## config.mk

```make
export PLATFORM = sky130hd
export DESIGN_NAME = inverse_time_overcurrent_trip
export DESIGN_NICKNAME = d
export VERILOG_FILES = /design/src/hw/rtl/itoc_pkg.sv /design/src/hw/rtl/itoc_div.sv /design/src/hw/rtl/inverse_time_overcurrent_trip.sv
export SDC_FILE = /design/constraint.sdc
export NUM_CORES = 2
export LEC_CHECK = 0
export BUFFER_PORTS_ARGS = -buffer_cell sky130_fd_sc_hd__clkbuf_2
export CORE_MARGIN = 2
export CORE_UTILIZATION = 35
export CTS_CLUSTER_SIZE = 24
export DETAILED_ROUTE_END_ITERATION = 8
export SYNTH_ARGS = -nofsm -noshare
export SYNTH_HDL_FRONTEND = slang
export SYNTH_SLANG_ARGS = --single-unit
```

## constraint.sdc

```tcl
create_clock -name clk -period 13.4 [get_ports clk]
set_input_delay 2.68 -clock clk [delete_from_list [all_inputs] [get_ports clk]]
set_output_delay 2.68 -clock clk [all_outputs]
set_load 0.1 [all_outputs]
```

## src/hw/rtl/itoc_pkg.sv

```systemverilog
`default_nettype none

package itoc_pkg;

	// Width of the saturating tick counter.
	localparam int COUNT_WIDTH = 32;

	// Register indexes of the configuration port.
	localparam logic [2:0] REG_PICKUP    = 3'd0;
	localparam logic [2:0] REG_TIME_DIAL = 3'd1;
	localparam logic [2:0] REG_CURVE_A   = 3'd2;
	localparam logic [2:0] REG_CURVE_B   = 3'd3;
	localparam logic [2:0] REG_CURVE_EXP = 3'd4;
	localparam logic [2:0] REG_TICKS     = 3'd5;

	// Fixed-point and iteration constants.
	localparam int          LOG_STEPS = 24;
	localparam int          DIV_W     = 56;
	localparam int          DEN_W     = 60;
	localparam logic [12:0] EXP_LIMIT = 13'd36;
	localparam logic [59:0] Q24_ONE   = 60'd1 << 24;
	localparam logic [30:0] Q30_ONE   = 31'd1 << 30;

	typedef enum logic [3:0] {
		ST_IDLE,
		ST_LOG,
		ST_MULY,
		ST_EXP,
		ST_DEN,
		ST_DIV,
		ST_SUM,
		ST_MUL0,
		ST_MUL1,
		ST_PSUM,
		ST_MUL2,
		ST_MUL3,
		ST_TSUM,
		ST_CMP,
		ST_FINISH
	} state_t;

	typedef struct packed {
		logic busy;
		logic done;
	} div_stat_t;

	typedef struct packed {
		logic [4:0]  p;
		logic [30:0] m;
	} norm_t;

	typedef logic [23:0][30:0] root_tab_t;

	function automatic logic [63:0] isqrt64(logic [63:0] v);
		logic [63:0] res;
		logic [63:0] bit_v;
		logic [63:0] rem;
		int i;
		rem = v;
		res = 64'd0;
		bit_v = 64'h4000_0000_0000_0000;
		for (i = 0; i < 32; i++) begin
			if (rem >= res + bit_v) begin
				rem = rem - (res + bit_v);
				res = (res >> 1) + bit_v;
			end else begin
				res = res >> 1;
			end
			bit_v = bit_v >> 2;
		end
		return res;
	endfunction

	// Entry k is 2^(2^-(k+1)) in Q1.30, each the floor square root of the one before.
	function automatic root_tab_t build_root_table();
		root_tab_t t;
		logic [63:0] e;
		int k;
		e = isqrt64(64'd2 << 60);
		t[0] = e[30:0];
		for (k = 1; k < 24; k++) begin
			e = isqrt64({3'b000, e[30:0], 30'd0});
			t[k] = e[30:0];
		end
		return t;
	endfunction

	localparam root_tab_t ROOT_TABLE = build_root_table();

endpackage

`default_nettype wire

```

## src/hw/rtl/itoc_div.sv

```systemverilog
`default_nettype none

// Restoring divider, one quotient bit per cycle.
module itoc_div (
	input  wire logic                        clk,
	input  wire logic                        arst_n,
	input  wire logic                        start,
	input  wire logic [itoc_pkg::DIV_W-1:0]  dividend,
	input  wire logic [itoc_pkg::DEN_W-1:0]  divisor,
	output itoc_pkg::div_stat_t              stat,
	output logic      [itoc_pkg::DIV_W-1:0]  quotient
);

	logic                       busy_q;
	logic                       done_q;
	logic [5:0]                 cnt_q;
	logic [itoc_pkg::DEN_W-1:0] rem_q;
	logic [itoc_pkg::DEN_W-1:0] den_q;
	logic [itoc_pkg::DIV_W-1:0] nq_q;
	logic [itoc_pkg::DEN_W:0]   trial;
	logic [itoc_pkg::DEN_W:0]   diff;
	logic                       ge;

	assign trial = {rem_q, nq_q[itoc_pkg::DIV_W-1]};
	assign ge    = trial >= {1'b0, den_q};
	assign diff  = trial - {1'b0, den_q};

	always_ff @(posedge clk or negedge arst_n) begin
		if (!arst_n) begin
			busy_q <= 1'b0;
			done_q <= 1'b0;
			cnt_q  <= 6'd0;
		end else begin
			done_q <= 1'b0;
			if (start) begin
				busy_q <= 1'b1;
				cnt_q  <= 6'd0;
			end else if (busy_q) begin
				cnt_q <= cnt_q + 6'd1;
				if (cnt_q == 6'(itoc_pkg::DIV_W - 1)) begin
					busy_q <= 1'b0;
					done_q <= 1'b1;
				end
			end
		end
	end

	always_ff @(posedge clk) begin
		if (start) begin
			rem_q <= '0;
			nq_q  <= dividend;
			den_q <= divisor;
		end else if (busy_q) begin
			rem_q <= ge ? diff[itoc_pkg::DEN_W-1:0] : trial[itoc_pkg::DEN_W-1:0];
			nq_q  <= {nq_q[itoc_pkg::DIV_W-2:0], ge};
		end
	end

	assign stat.busy = busy_q;
	assign stat.done = done_q;
	assign quotient  = nq_q;

endmodule

`default_nettype wire

```

## src/hw/rtl/inverse_time_overcurrent_trip.sv

```systemverilog
`default_nettype none

// Inverse-time overcurrent element. Each accepted word is one period tick with a
// current magnitude in unsigned Q16.16. While the magnitude is strictly above the
// pickup level a saturating tick counter runs, and the trip latches once the count
// exceeds ticks_per_second * td * (a + b / ((I/pickup)^c - 1)); at or below pickup
// the counter and latch clear. Exactly one result word (pickup_flag, trip_flag)
// leaves per tick. A tick at or below pickup, or one that arrives already tripped,
// goes straight to the finish state. A tick that needs the curve runs two 24-step
// log2 squaring loops and a 24-step exp2 loop on the one shared 33x33 multiplier,
// then a 56-step restoring divider that holds the sequencer until it finishes, then
// the four partial products of the threshold on the same multiplier. When the
// exponent is huge the exp2 and divide are skipped, and a zero denominator ends
// the tick after the exp2 loop without a trip decision. The block takes one tick
// at a time; it does not accept a word until the previous tick has left its result
// in the output register, so a stalled receiver adds its stall cycles.
// Configuration words are accepted in every cycle and must only be sent
// while the block is idle.
module inverse_time_overcurrent_trip (
	input  wire logic        clk,
	input  wire logic        arst_n,
	input  wire logic        cfg_valid,
	output logic             cfg_ready,
	input  wire logic [2:0]  cfg_index,
	input  wire logic [31:0] cfg_data,
	input  wire logic        in_valid,
	output logic             in_ready,
	input  wire logic [31:0] magnitude,
	output logic             out_valid,
	input  wire logic        out_ready,
	output logic             pickup_flag,
	output logic             trip_flag
);

	// Configuration registers.
	logic [31:0] pickup_q;
	logic [31:0] td_q;
	logic [31:0] ca_q;
	logic [31:0] cb_q;
	logic [31:0] cexp_q;
	logic [19:0] ticks_q;

	// Element state.
	logic [itoc_pkg::COUNT_WIDTH-1:0] elapsed_q;
	logic                             latch_q;
	logic                             pick_q;

	// Sequencer and datapath registers.
	itoc_pkg::state_t state_q, state_d;
	logic [4:0]   step_q;
	logic         sel_q;
	logic [30:0]  m_q;
	logic [4:0]   ip_q;
	logic [23:0]  fr_q;
	logic [28:0]  lm_q;
	logic [28:0]  d_q;
	logic [23:0]  f_q;
	logic [5:0]   n_q;
	logic         qz_q;
	logic [30:0]  acc_q;
	logic [56:0]  s_q;
	logic [63:0]  pl_q;
	logic [56:0]  ph_q;
	logic [64:0]  p_q;
	logic [51:0]  tl_q;
	logic [52:0]  th_q;
	logic [61:0]  thr_q;

	// Output register.
	logic out_valid_q;
	logic out_pick_q;
	logic out_trip_q;

	// Shared multiplier.
	logic [32:0] mul_a;
	logic [32:0] mul_b;
	logic [65:0] mul_p;

	// Divider.
	logic                       div_start;
	itoc_pkg::div_stat_t        div_stat;
	logic [itoc_pkg::DIV_W-1:0] div_q;
	logic [itoc_pkg::DEN_W-1:0] den;
	logic [itoc_pkg::DEN_W-1:0] big;

	logic        in_acc;
	logic        pick_now;
	logic        out_free;
	logic        sq_hi;
	logic [31:0] sq;
	logic [23:0] fr_next;
	logic [28:0] log_val;
	logic        huge;
	itoc_pkg::norm_t norm_in;
	itoc_pkg::norm_t norm_pk;

	// Normalizes a raw value to Q1.30 and gives the index of its top set bit.
	// Zero normalizes to zero, so its logarithm comes out as zero.
	function automatic itoc_pkg::norm_t normalize(logic [31:0] x);
		itoc_pkg::norm_t r;
		logic [31:0] sh;
		int i;
		r.p = 5'd0;
		for (i = 0; i < 32; i++) begin
			if (x[i]) begin
				r.p = 5'(i);
			end
		end
		sh = x << (5'd30 - r.p);
		if (r.p == 5'd31) begin
			r.m = x[31:1];
		end else begin
			r.m = sh[30:0];
		end
		return r;
	endfunction

	assign cfg_ready = 1'b1;
	assign norm_in   = normalize(magnitude);
	assign norm_pk   = normalize(pickup_q);
	assign pick_now  = magnitude > pickup_q;
	assign in_acc    = in_valid && in_ready;
	assign out_free  = !out_valid_q || out_ready;

	// One squaring step of the log2 fraction.
	assign sq      = mul_p[61:30];
	assign sq_hi   = sq[31];
	assign fr_next = {fr_q[22:0], sq_hi};
	assign log_val = {ip_q, fr_next};
	assign huge    = mul_p[60:48] >= itoc_pkg::EXP_LIMIT;

	// Denominator 2^y - 1 in Q.24.
	assign big = {35'd0, acc_q[30:6]} << n_q;
	assign den = big - itoc_pkg::Q24_ONE;

	assign mul_p = mul_a * mul_b;

	always_ff @(posedge clk or negedge arst_n) begin
		if (!arst_n) begin
			pickup_q <= 32'd65536;
			td_q     <= 32'd16777216;
			ca_q     <= 32'd864027;
			cb_q     <= 32'd1912603;
			cexp_q   <= 32'd335544;
			ticks_q  <= 20'd1000;
		end else if (cfg_valid && cfg_ready) begin
			unique case (cfg_index)
				itoc_pkg::REG_PICKUP:    pickup_q <= cfg_data;
				itoc_pkg::REG_TIME_DIAL: td_q     <= cfg_data;
				itoc_pkg::REG_CURVE_A:   ca_q     <= cfg_data;
				itoc_pkg::REG_CURVE_B:   cb_q     <= cfg_data;
				itoc_pkg::REG_CURVE_EXP: cexp_q   <= cfg_data;
				itoc_pkg::REG_TICKS:     ticks_q  <= cfg_data[19:0];
				default: ;
			endcase
		end
	end

	// Next state.
	always_comb begin
		state_d = state_q;
		unique case (state_q)
			itoc_pkg::ST_IDLE: begin
				if (in_acc) begin
					if (pick_now && !latch_q) begin
						state_d = itoc_pkg::ST_LOG;
					end else begin
						state_d = itoc_pkg::ST_FINISH;
					end
				end
			end
			itoc_pkg::ST_LOG: begin
				if (step_q == 5'(itoc_pkg::LOG_STEPS - 1) && sel_q) begin
					state_d = itoc_pkg::ST_MULY;
				end
			end
			itoc_pkg::ST_MULY: begin
				state_d = huge ? itoc_pkg::ST_SUM : itoc_pkg::ST_EXP;
			end
			itoc_pkg::ST_EXP: begin
				if (step_q == 5'(itoc_pkg::LOG_STEPS - 1)) begin
					state_d = itoc_pkg::ST_DEN;
				end
			end
			itoc_pkg::ST_DEN: begin
				state_d = (den == '0) ? itoc_pkg::ST_FINISH : itoc_pkg::ST_DIV;
			end
			itoc_pkg::ST_DIV: begin
				if (div_stat.done) begin
					state_d = itoc_pkg::ST_SUM;
				end
			end
			itoc_pkg::ST_SUM:  state_d = itoc_pkg::ST_MUL0;
			itoc_pkg::ST_MUL0: state_d = itoc_pkg::ST_MUL1;
			itoc_pkg::ST_MUL1: state_d = itoc_pkg::ST_PSUM;
			itoc_pkg::ST_PSUM: state_d = itoc_pkg::ST_MUL2;
			itoc_pkg::ST_MUL2: state_d = itoc_pkg::ST_MUL3;
			itoc_pkg::ST_MUL3: state_d = itoc_pkg::ST_TSUM;
			itoc_pkg::ST_TSUM: state_d = itoc_pkg::ST_CMP;
			itoc_pkg::ST_CMP:  state_d = itoc_pkg::ST_FINISH;
			itoc_pkg::ST_FINISH: begin
				if (out_free) begin
					state_d = itoc_pkg::ST_IDLE;
				end
			end
			default: state_d = itoc_pkg::ST_IDLE;
		endcase
	end

	// Sequencer outputs: handshake, divider start and multiplier operands.
	always_comb begin
		in_ready  = state_q == itoc_pkg::ST_IDLE;
		div_start = (state_q == itoc_pkg::ST_DEN) && (den != '0);
		mul_a     = '0;
		mul_b     = '0;
		unique case (state_q)
			itoc_pkg::ST_LOG: begin
				mul_a = {2'b00, m_q};
				mul_b = {2'b00, m_q};
			end
			itoc_pkg::ST_MULY: begin
				mul_a = {1'b0, cexp_q};
				mul_b = {4'd0, d_q};
			end
			itoc_pkg::ST_EXP: begin
				mul_a = {2'b00, acc_q};
				mul_b = {2'b00, itoc_pkg::ROOT_TABLE[step_q]};
			end
			itoc_pkg::ST_MUL0: begin
				mul_a = {1'b0, td_q};
				mul_b = {1'b0, s_q[31:0]};
			end
			itoc_pkg::ST_MUL1: begin
				mul_a = {1'b0, td_q};
				mul_b = {8'd0, s_q[56:32]};
			end
			itoc_pkg::ST_MUL2: begin
				mul_a = {13'd0, ticks_q};
				mul_b = {1'b0, p_q[31:0]};
			end
			itoc_pkg::ST_MUL3: begin
				mul_a = {13'd0, ticks_q};
				mul_b = p_q[64:32];
			end
			default: ;
		endcase
	end

	always_ff @(posedge clk or negedge arst_n) begin
		if (!arst_n) begin
			state_q     <= itoc_pkg::ST_IDLE;
			elapsed_q   <= '0;
			latch_q     <= 1'b0;
			out_valid_q <= 1'b0;
		end else begin
			state_q <= state_d;
			if (in_acc) begin
				if (pick_now) begin
					if (elapsed_q != '1) begin
						elapsed_q <= elapsed_q + 1'b1;
					end
				end else begin
					elapsed_q <= '0;
					latch_q   <= 1'b0;
				end
			end
			// The trip decision uses the count that already includes this tick.
			if (state_q == itoc_pkg::ST_CMP &&
			    64'(elapsed_q) > 64'(thr_q)) begin
				latch_q <= 1'b1;
			end
			if (state_q == itoc_pkg::ST_FINISH && out_free) begin
				out_valid_q <= 1'b1;
			end else if (out_ready) begin
				out_valid_q <= 1'b0;
			end
		end
	end

	// Datapath registers.
	always_ff @(posedge clk) begin
		if (in_acc) begin
			pick_q <= pick_now;
			m_q    <= norm_in.m;
			ip_q   <= norm_in.p;
			fr_q   <= '0;
			step_q <= '0;
			sel_q  <= 1'b0;
		end
		unique case (state_q)
			itoc_pkg::ST_LOG: begin
				if (step_q == 5'(itoc_pkg::LOG_STEPS - 1)) begin
					step_q <= '0;
					if (!sel_q) begin
						// First log done; start on the pickup level.
						lm_q  <= log_val;
						m_q   <= norm_pk.m;
						ip_q  <= norm_pk.p;
						fr_q  <= '0;
						sel_q <= 1'b1;
					end else begin
						d_q <= lm_q - log_val;
					end
				end else begin
					m_q    <= sq_hi ? sq[31:1] : sq[30:0];
					fr_q   <= fr_next;
					step_q <= step_q + 5'd1;
				end
			end
			itoc_pkg::ST_MULY: begin
				f_q    <= mul_p[47:24];
				n_q    <= mul_p[53:48];
				qz_q   <= huge;
				acc_q  <= itoc_pkg::Q30_ONE;
				step_q <= '0;
			end
			itoc_pkg::ST_EXP: begin
				if (f_q[5'd23 - step_q]) begin
					acc_q <= mul_p[60:30];
				end
				step_q <= step_q + 5'd1;
			end
			itoc_pkg::ST_SUM: begin
				s_q <= {25'd0, ca_q} + (qz_q ? 57'd0 : {1'b0, div_q});
			end
			itoc_pkg::ST_MUL0: pl_q <= mul_p[63:0];
			itoc_pkg::ST_MUL1: ph_q <= mul_p[56:0];
			itoc_pkg::ST_PSUM: p_q  <= {ph_q, 8'd0} + {25'd0, pl_q[63:24]};
			itoc_pkg::ST_MUL2: tl_q <= mul_p[51:0];
			itoc_pkg::ST_MUL3: th_q <= mul_p[52:0];
			itoc_pkg::ST_TSUM: thr_q <= {1'b0, th_q, 8'd0} + {34'd0, tl_q[51:24]};
			default: ;
		endcase
		if (state_q == itoc_pkg::ST_FINISH && out_free) begin
			out_pick_q <= pick_q;
			out_trip_q <= latch_q;
		end
	end

	itoc_div u_div (
		.clk      (clk),
		.arst_n   (arst_n),
		.start    (div_start),
		.dividend ({cb_q, 24'd0}),
		.divisor  (den),
		.stat     (div_stat),
		.quotient (div_q)
	);

	assign out_valid   = out_valid_q;
	assign pickup_flag = out_pick_q;
	assign trip_flag   = out_trip_q;

	// A trip is never reported without pickup.
	a_trip_needs_pickup: assert property (@(posedge clk) disable iff (!arst_n)
		out_valid |-> (!trip_flag || pickup_flag))
		else $error("trip reported without pickup");

	// The divider only runs while the sequencer waits on it.
	a_div_in_div_state: assert property (@(posedge clk) disable iff (!arst_n)
		div_stat.busy |-> state_q == itoc_pkg::ST_DIV)
		else $error("divider busy outside the divide state");

	// A tick at or below pickup clears the counter and the latch.
	a_drop_clears: assert property (@(posedge clk) disable iff (!arst_n)
		(in_acc && !pick_now) |=> (elapsed_q == '0 && !latch_q))
		else $error("drop-out did not clear the element");

	// The latch only sets on a tick above pickup.
	a_latch_on_pickup: assert property (@(posedge clk) disable iff (!arst_n)
		$rose(latch_q) |-> pick_q)
		else $error("trip latched without pickup");

endmodule

`default_nettype wire

```

Word-level counts from Yosys, hierarchy flattened
Memories as Yosys holds them, arrays and structs flattened. A register that Yosys moved wholly into a read port is not among the register bits.
Index checks and enable logic that the tools add are counted.
W data, S select, Z words.
{ "word_totals": {"ff_bits": 1001, "romBits": 992, "in_bits": 72, "n_memories": 1} }
{ "op_classes": {"addsub": 12, "multipliers": 1, "order_cmp": 6, "eq_ne": 32, "n_shift": 3, "n_mux": 120, "bitwise_logic": 1, "reduce_logical": 32} }
{ "memory_table": {"columns": ["name", "depth", "word_bits", "read_ports", "rd_ports_with_merged_regs", "wr", "line", "text"], "rows": [
  ["(name not given)", 32, 31, 1, 1, 0, "inverse_time_overcurrent_trip.sv:227", "mul_b = {2'b00, itoc_pkg::ROOT_TABLE[step_q]};"]
]} }
{ "op_table": {"columns": ["op", "count"], "rows": [
  ["$mux W5", 64],
  ["$mux W31", 9],
  ["$pmux W33 S7", 1],
  ["$mux W56", 3],
  ["$pmux W32 S5", 1],
  ["$mux W24", 4],
  ["$add A65 B40 Y65", 1],
  ["$mul A33 B33 Y64", 1],
  ["$mux W32", 2],
  ["$shl A32 B5 Y31", 2],
  ["$add A61 B28 Y62", 1],
  ["$gt A32 B62 Y1", 1],
  ["$pmux W31 S2", 1],
  ["$ge A61 B60 Y1", 1],
  ["$logic_not A60 Y1", 1],
  ["$mux W60", 1],
  ["$pmux W4 S15", 1],
  ["$reduce_bool A60 Y1", 1],
  ["$shl A25 B6 Y60", 1],
  ["$sub A60 B25 Y60 const B", 1],
  ["$sub A60 B60 Y60", 1],
  ["$add A32 B56 Y57", 1],
  ["$add A32 B1 Y32 const B", 1],
  ["$gt A32 B32 Y1", 1],
  ["other kinds (37)", 105]
]} }

Depth between registers and ports, before layout
{ "logic_depth": {"ltp_word": 38, "depth_mapped": 56, "ltp_nobuf": 50} }

By module
Synthesis repeated with hierarchy kept, for this count alone.
{ "hier_totals": {"hier_cells": 9496, "hier_area_um2": 91708.0} }
{ "by_module_without_submodules": {"columns": ["mod", "n_inst", "cells_each", "area_each_um2"], "rows": [
  ["inverse_time_overcurrent_trip", 1, 8403, 80798.7],
  ["itoc_div", 1, 1093, 10909.2]
]} }

Worst setup path before layout
No wires, ideal clock.
{ "synth_path": {"path_type": "flip-flop to flip-flop", "start": "register state_q[2]", "end": "register d_q[28] (data pin)", "arrival_time_ns": 13.909, "required_time_ns": 13.141, "setup_slack_ns": -0.768, "path_stages_with_launch": 53, "path_buffers": 6, "period_less_slack_ns": 14.168, "path_cell_list": "dfrtp_1 clkbuf_1 nand2b_1 clkbuf_1 nor2_1 clkbuf_1 clkbuf_1 a22oi_1 and3_1 clkbuf_1 nor2_1 fa_1 fa_1 fa_1 inv_1 fa_1 inv_1 fa_1 [... 17 more ...] xnor2_1 clkbuf_1 ha_1 fa_1 nor2b_1 o21ai_0 a21boi_0 o21ai_0 a31oi_1 nand3_1 a31oi_1 a41oi_1 a21oi_1 a311o_1 a21o_1 nor3_1 a21oi_1 xnor2_1"} }
{ "synth_between": {"elab_chain_len": 5} }
{ "synth_lines": {"columns": ["item", "line", "text"], "rows": [
  ["start, declared", "inverse_time_overcurrent_trip.sv:49", "itoc_pkg::state_t state_q, state_d;"],
  ["start signal, assigned", "inverse_time_overcurrent_trip.sv:251", "state_q <= itoc_pkg::ST_IDLE;"],
  ["start signal, assigned", "inverse_time_overcurrent_trip.sv:256", "state_q <= state_d;"],
  ["$eq A4 B4 Y1 or $eq A4 B3 Y1 (tied branches)", "inverse_time_overcurrent_trip.sv:216", "unique case (state_q)"],
  ["$reduce_or A2 Y1 (no line)", null, null],
  ["$pmux W32 S5", "inverse_time_overcurrent_trip.sv:216", null],
  ["$mul A33 B33 Y64 *", "inverse_time_overcurrent_trip.sv:136", "assign mul_p = mul_a * mul_b;"],
  ["named net mul_p[61]", "inverse_time_overcurrent_trip.sv:77", "logic [65:0] mul_p;"],
  ["$sub A29 B29 Y29 *", "inverse_time_overcurrent_trip.sv:302", "d_q <= lm_q - log_val;"],
  ["end signal, assigned", "inverse_time_overcurrent_trip.sv:302", null],
  ["end, declared", "inverse_time_overcurrent_trip.sv:56", "logic [28:0] d_q;"]
]} }
Mark *: on every way through the listed nets, which the timed path passes. The rest lies on a longest branch.
A chain may end at the register's enable or synchronous reset.

Worst setup path in the final report
{ "layout_path": {"start": "register state_q[3]", "end": "register state_q[2]"} }
{ "layout_between": {"elab_chain_len": 7} }
{ "layout_lines": {"columns": ["item", "line", "text"], "rows": [
  ["$eq A4 B4 Y1 or $eq A4 B3 Y1 (tied branches)", "inverse_time_overcurrent_trip.sv:216", null],
  ["$reduce_or A2 Y1 (no line)", null, null],
  ["$pmux W32 S5", "inverse_time_overcurrent_trip.sv:216", null],
  ["$mul A33 B33 Y64 *", "inverse_time_overcurrent_trip.sv:136", null],
  ["named net mul_p[60]", "inverse_time_overcurrent_trip.sv:77", null],
  ["$ge A13 B6 Y1 *", "inverse_time_overcurrent_trip.sv:130", "assign huge = mul_p[60:48] >= itoc_pkg::EXP_LIMIT;"],
  ["named net huge", "inverse_time_overcurrent_trip.sv:93", "logic huge;"],
  ["$mux W3 *", "inverse_time_overcurrent_trip.sv:178", "state_d = huge ? itoc_pkg::ST_SUM : itoc_pkg::ST_EXP;"],
  ["$pmux W4 S15 *", "inverse_time_overcurrent_trip.sv:162", "unique case (state_q)"]
]} }
Marks and branches as above.

==> results.env <==
FINAL_MAX_SLEW_VIOL_COUNT=3
TRACK_USAGE=0.271
CTS-HOLD-FIX-BUFFERS=0
CRITPATHBUFINV=9
FAILED_CHECKS='capacitance limit, slew limit'
CLK_LATENCY_NS=0.75
TIMING_HOLD_VIOLATIONS_FINAL=0
TOPROUTINGLAYERUSED='met5'
ROWS=186
FINAL_COMMON_CELL='inv_1'
CTS_ROOT_BUF='clkbuf_16'
VERTICAL_DIE_DIMENSION_UM=511
WORST_SETUP_PATH_STARTPOINT='state_q[3]$_DFFE_PN0P_'
CP_TOP_FAMILY='simple AND/OR/NAND/NOR gates'
SYNTH_WARN=0
WORST_SETUP_HOLD_PATH_CLK_SLEW_NS=0.07
REGTOREGSTARTPOINT='state_q[3]$_DFFE_PN0P_'
CP.REQUIRED_NS=14.03
FLOORPLAN.CORE_AREA_UM2=256000
NUMPORTBUFFERS=75
TIMING.REG2REG.SETUP_SLACK_NS=0.20
DRT_FIRST_PASS_ITERS=9
TOP_LEVEL_PORTS=77
PATH_COMMON_CELL='fa_1'
DRIVE_GT1_FRAC=0.0993
STATUS='finished with violations'
PERIOD_NEEDED_NS=13.20
ROUTED_VIA_DENSITY=5.62
CLOCK_SINK_COUNT=981
ROUTE.FINAL.WIRE_LENGTH_UM=359000
POST-DP-HPWL_UM=283000
DIEAREA_UM2=261000
POSTSYNTHAREAPERCELL_UM2=9.53
TOTAL_CTS_BUFFERS=102
MAX_SLEW.WORST_PIN.SLEW_NS=1.51
POST-ROUTE-DRC-COUNT=0
MAXCLOCKFREQUENCY_GHz=0.0757
GRT_PASS1_VIAS=73300
FF2FF_PATH_DEPTH=36
CP_MAX_FO=21
MET2ROUTEDLENGTH_UM=161000
MET3ROUTEDLENGTH_UM=27000
LEAST_SETUP_SLACK_ACROSS_ALL_PATHS_AFTER_LAYOUT_NS=0.198
MOSTFREQUENTLAYOUTCELLS='inv_1, nand2_1, nor2_1'
SYNTH.FF_LATCH_COUNT=981
LAYOUT_OVERHEAD_ON_THE_SYNTHESIZED_AREA_PCT=10.2
ASYNC_FLOP_SHARE=0.230
CLOCK_PATH_BUFFERS=3
TRITONCTS_CLOCK_TREE='done'
FILLERINSTANCES=25500
WORST-PATH-STAGES=36
DRT_FIRST_ITER_VIOLATIONS=8170
YOSYS.CELL_TYPES.COUNT=94
GR-TOTAL-OVERFLOW=0
MIN-DELAY-START='pl_q[26]$_DFFE_PN_'
PRE_CTS_WS_NS=0.303
YOSYSSEQAREASHARE=0.296
GRT_SETUP_UNREPAIRED='no'
WORST_HOLD_PATH.NUM_CELLS=0
DETAIL_ROUTE.WL_PER_CELL_UM=27.7
DIE_X_UM=511
CRITICAL_PATH.SLOWEST_CELL='nor4_1'
DETAIL-ROUTE-ANTENNA-NETS=0
TOTALNEGATIVESETUPSLACK_NS=0
SYNTH_ENABLE_FLOP_CELLS=582
VIA_COUNT=72900
START_UTIL=0.351
HTREE_LEVELS=3
FINAL_NETS=11000
SYNTH-MAIN-FF-CELL='edfxtp_1'
MAX-SLEW-MARGIN-REL=-0.0127
MET1WIRELENGTH_UM=149000
CRITICAL_PATH_CLASS='reg -> reg'
CRITICAL_PATH.ENDPOINT_TYPE='flop'
PERIOD_SHARE=0.985
CRIT_ARRIVAL_NS=13.83
SYNTHESIS.INSTANCES=9436
GLOBALPLACE.CONGESTION=1.02
CAP_VIOLATIONS=1
LARGEST_NET_DEGREE_AT_THE_START_OF_GLOBAL_ROUTING=128
GRT_ANTENNA_BEFORE_REPAIR=43
FINAL.SETUP_SKEW_NS=0.0373
REPORT.FINAL.SETUP_VIOL=0
FIRST_PASS_GRT_WIRE_LENGTH_UM=518000
SLOWEST_DELAY_NS=1.20
HOLD_PATH_CLASS='reg -> reg'
STARTPOINT_TYPE='flop'
SYNTH_AREA_UM2=89900
[cells by family (layout without fill, tap and decap cells)]
group,Yosys count,in the layout,share of synthesized area
multiplexers,461,461,0.0621
other,2,29,0.0000835
flip-flops,981,981,0.296
buffers and inverters,1742,1847,0.0736
AO/OA/AOI/OAI,1531,1531,0.110
AND/OR/NAND/NOR,2929,2931,0.145
XOR/XNOR,350,350,0.0341
adder cells (fa/ha/maj),1440,1440,0.278
[sequential cells by signal (all words and copies together) (netlist names), 20 cells and up, named ones only]
signal	count
ph_q	57
cexp_q	32
f_q	24
elapsed_q	32
u_div.quotient	56
s_q	57
pl_q	40
th_q	53
fr_q	23
td_q	32
ticks_q	20
m_q	31
u_div.rem_q	60
cb_q	32
u_div.den_q	60
ca_q	32
tl_q	28
acc_q	31
p_q	65
d_q	29
pickup_q	32
lm_q	29
thr_q	62
[cells in the mapped netlist, drive strengths merged (17+ instances only)]
cell | n | share of area
a211o | 17 | 0.0017
a211oi | 95 | 0.0080
a21boi | 18 | 0.0015
a21o | 114 | 0.0095
a21oi | 369 | 0.021
a222oi | 31 | 0.0035
a22oi | 117 | 0.0098
a31oi | 41 | 0.0029
and2 | 71 | 0.0049
and3 | 96 | 0.0067
and4 | 40 | 0.0039
buf | 76 | 0.0040
clkbuf | 401 | 0.017
dfrtp | 183 | 0.051
dfstp | 43 | 0.013
dfxtp | 173 | 0.039
edfxtp | 582 | 0.19
fa | 930 | 0.21
ha | 510 | 0.071
inv | 1261 | 0.053
mux2 | 188 | 0.024
mux2i | 214 | 0.024
mux4 | 59 | 0.015
nand2 | 1095 | 0.046
nand2b | 66 | 0.0046
nand3 | 156 | 0.0087
nand4 | 94 | 0.0065
nor2 | 970 | 0.040
nor2b | 94 | 0.0065
nor3 | 102 | 0.0057
nor3b | 18 | 0.0016
nor4 | 34 | 0.0025
o211ai | 54 | 0.0045
o21a | 43 | 0.0036
o21ai | 376 | 0.021
o21bai | 45 | 0.0038
o221ai | 28 | 0.0027
o22ai | 27 | 0.0019
or2 | 26 | 0.0018
or3 | 29 | 0.0020
xnor2 | 241 | 0.023
xor2 | 109 | 0.011
[metal layers]
layer / GRT usage / vias up
met4: 0.141 / 10
met1: 0.364 / 37100
met5: 0 / -
met3: 0.0405 / 694
li1: - / 31700
met2: 0.424 / 3297
[area by class of cell]
class	instances	area, um^2	area share
Multi-Input combinational cell	6725	57000	0.575
Timing Repair Buffer	390	2960	0.0299
Sequential cell	981	26700	0.269
Clock inverter	64	606	0.00611
Clock buffer	128	2810	0.0284
Antenna cell	17	42.5	0.000429
Tap cell	3384	4230	0.0427
Inverter	1265	4750	0.0479
[metrics by stage]
| stage | std cells | area, um^2 | util | hold WS [ns] |
|---|---|---|---|---|
| floorplan | 9446 | 90000 | - | 0.400 |
| global placement | 12700 | 95500 | 0.373 | 0.402 |
| detailed placement | 12700 | 95500 | 0.373 | 0.405 |
| CTS | 12900 | 98900 | 0.386 | 0.404 |
| global route | 12900 | 99000 | 0.387 | 0.421 |
| finish | 13000 | 99100 | 0.387 | 0.415 |
[worst paths after layout]
kind / endpoint
min in group asynchronous: ca_q[12]$_DFFE_PN0P_
max in group asynchronous: u_div.busy_q$_DFF_PN0_
max: state_q[2]$_DFFE_PN0P_
min: p_q[2]$_DFFE_PP_
max reg2reg: state_q[2]$_DFFE_PN0P_
min reg2reg: p_q[2]$_DFFE_PP_
[repair_timing]
item / 4_1_cts / 5_1_grt
setup endpoints to repair: 0 / 13
endpoints found under the hold margin: 0 / 0
gates resized for setup: 0 / 9
setup buffers: 0 / 8
Power is not shown: default switching activity piles up to over one toggle a cycle in this logic, so the estimate is an artifact.
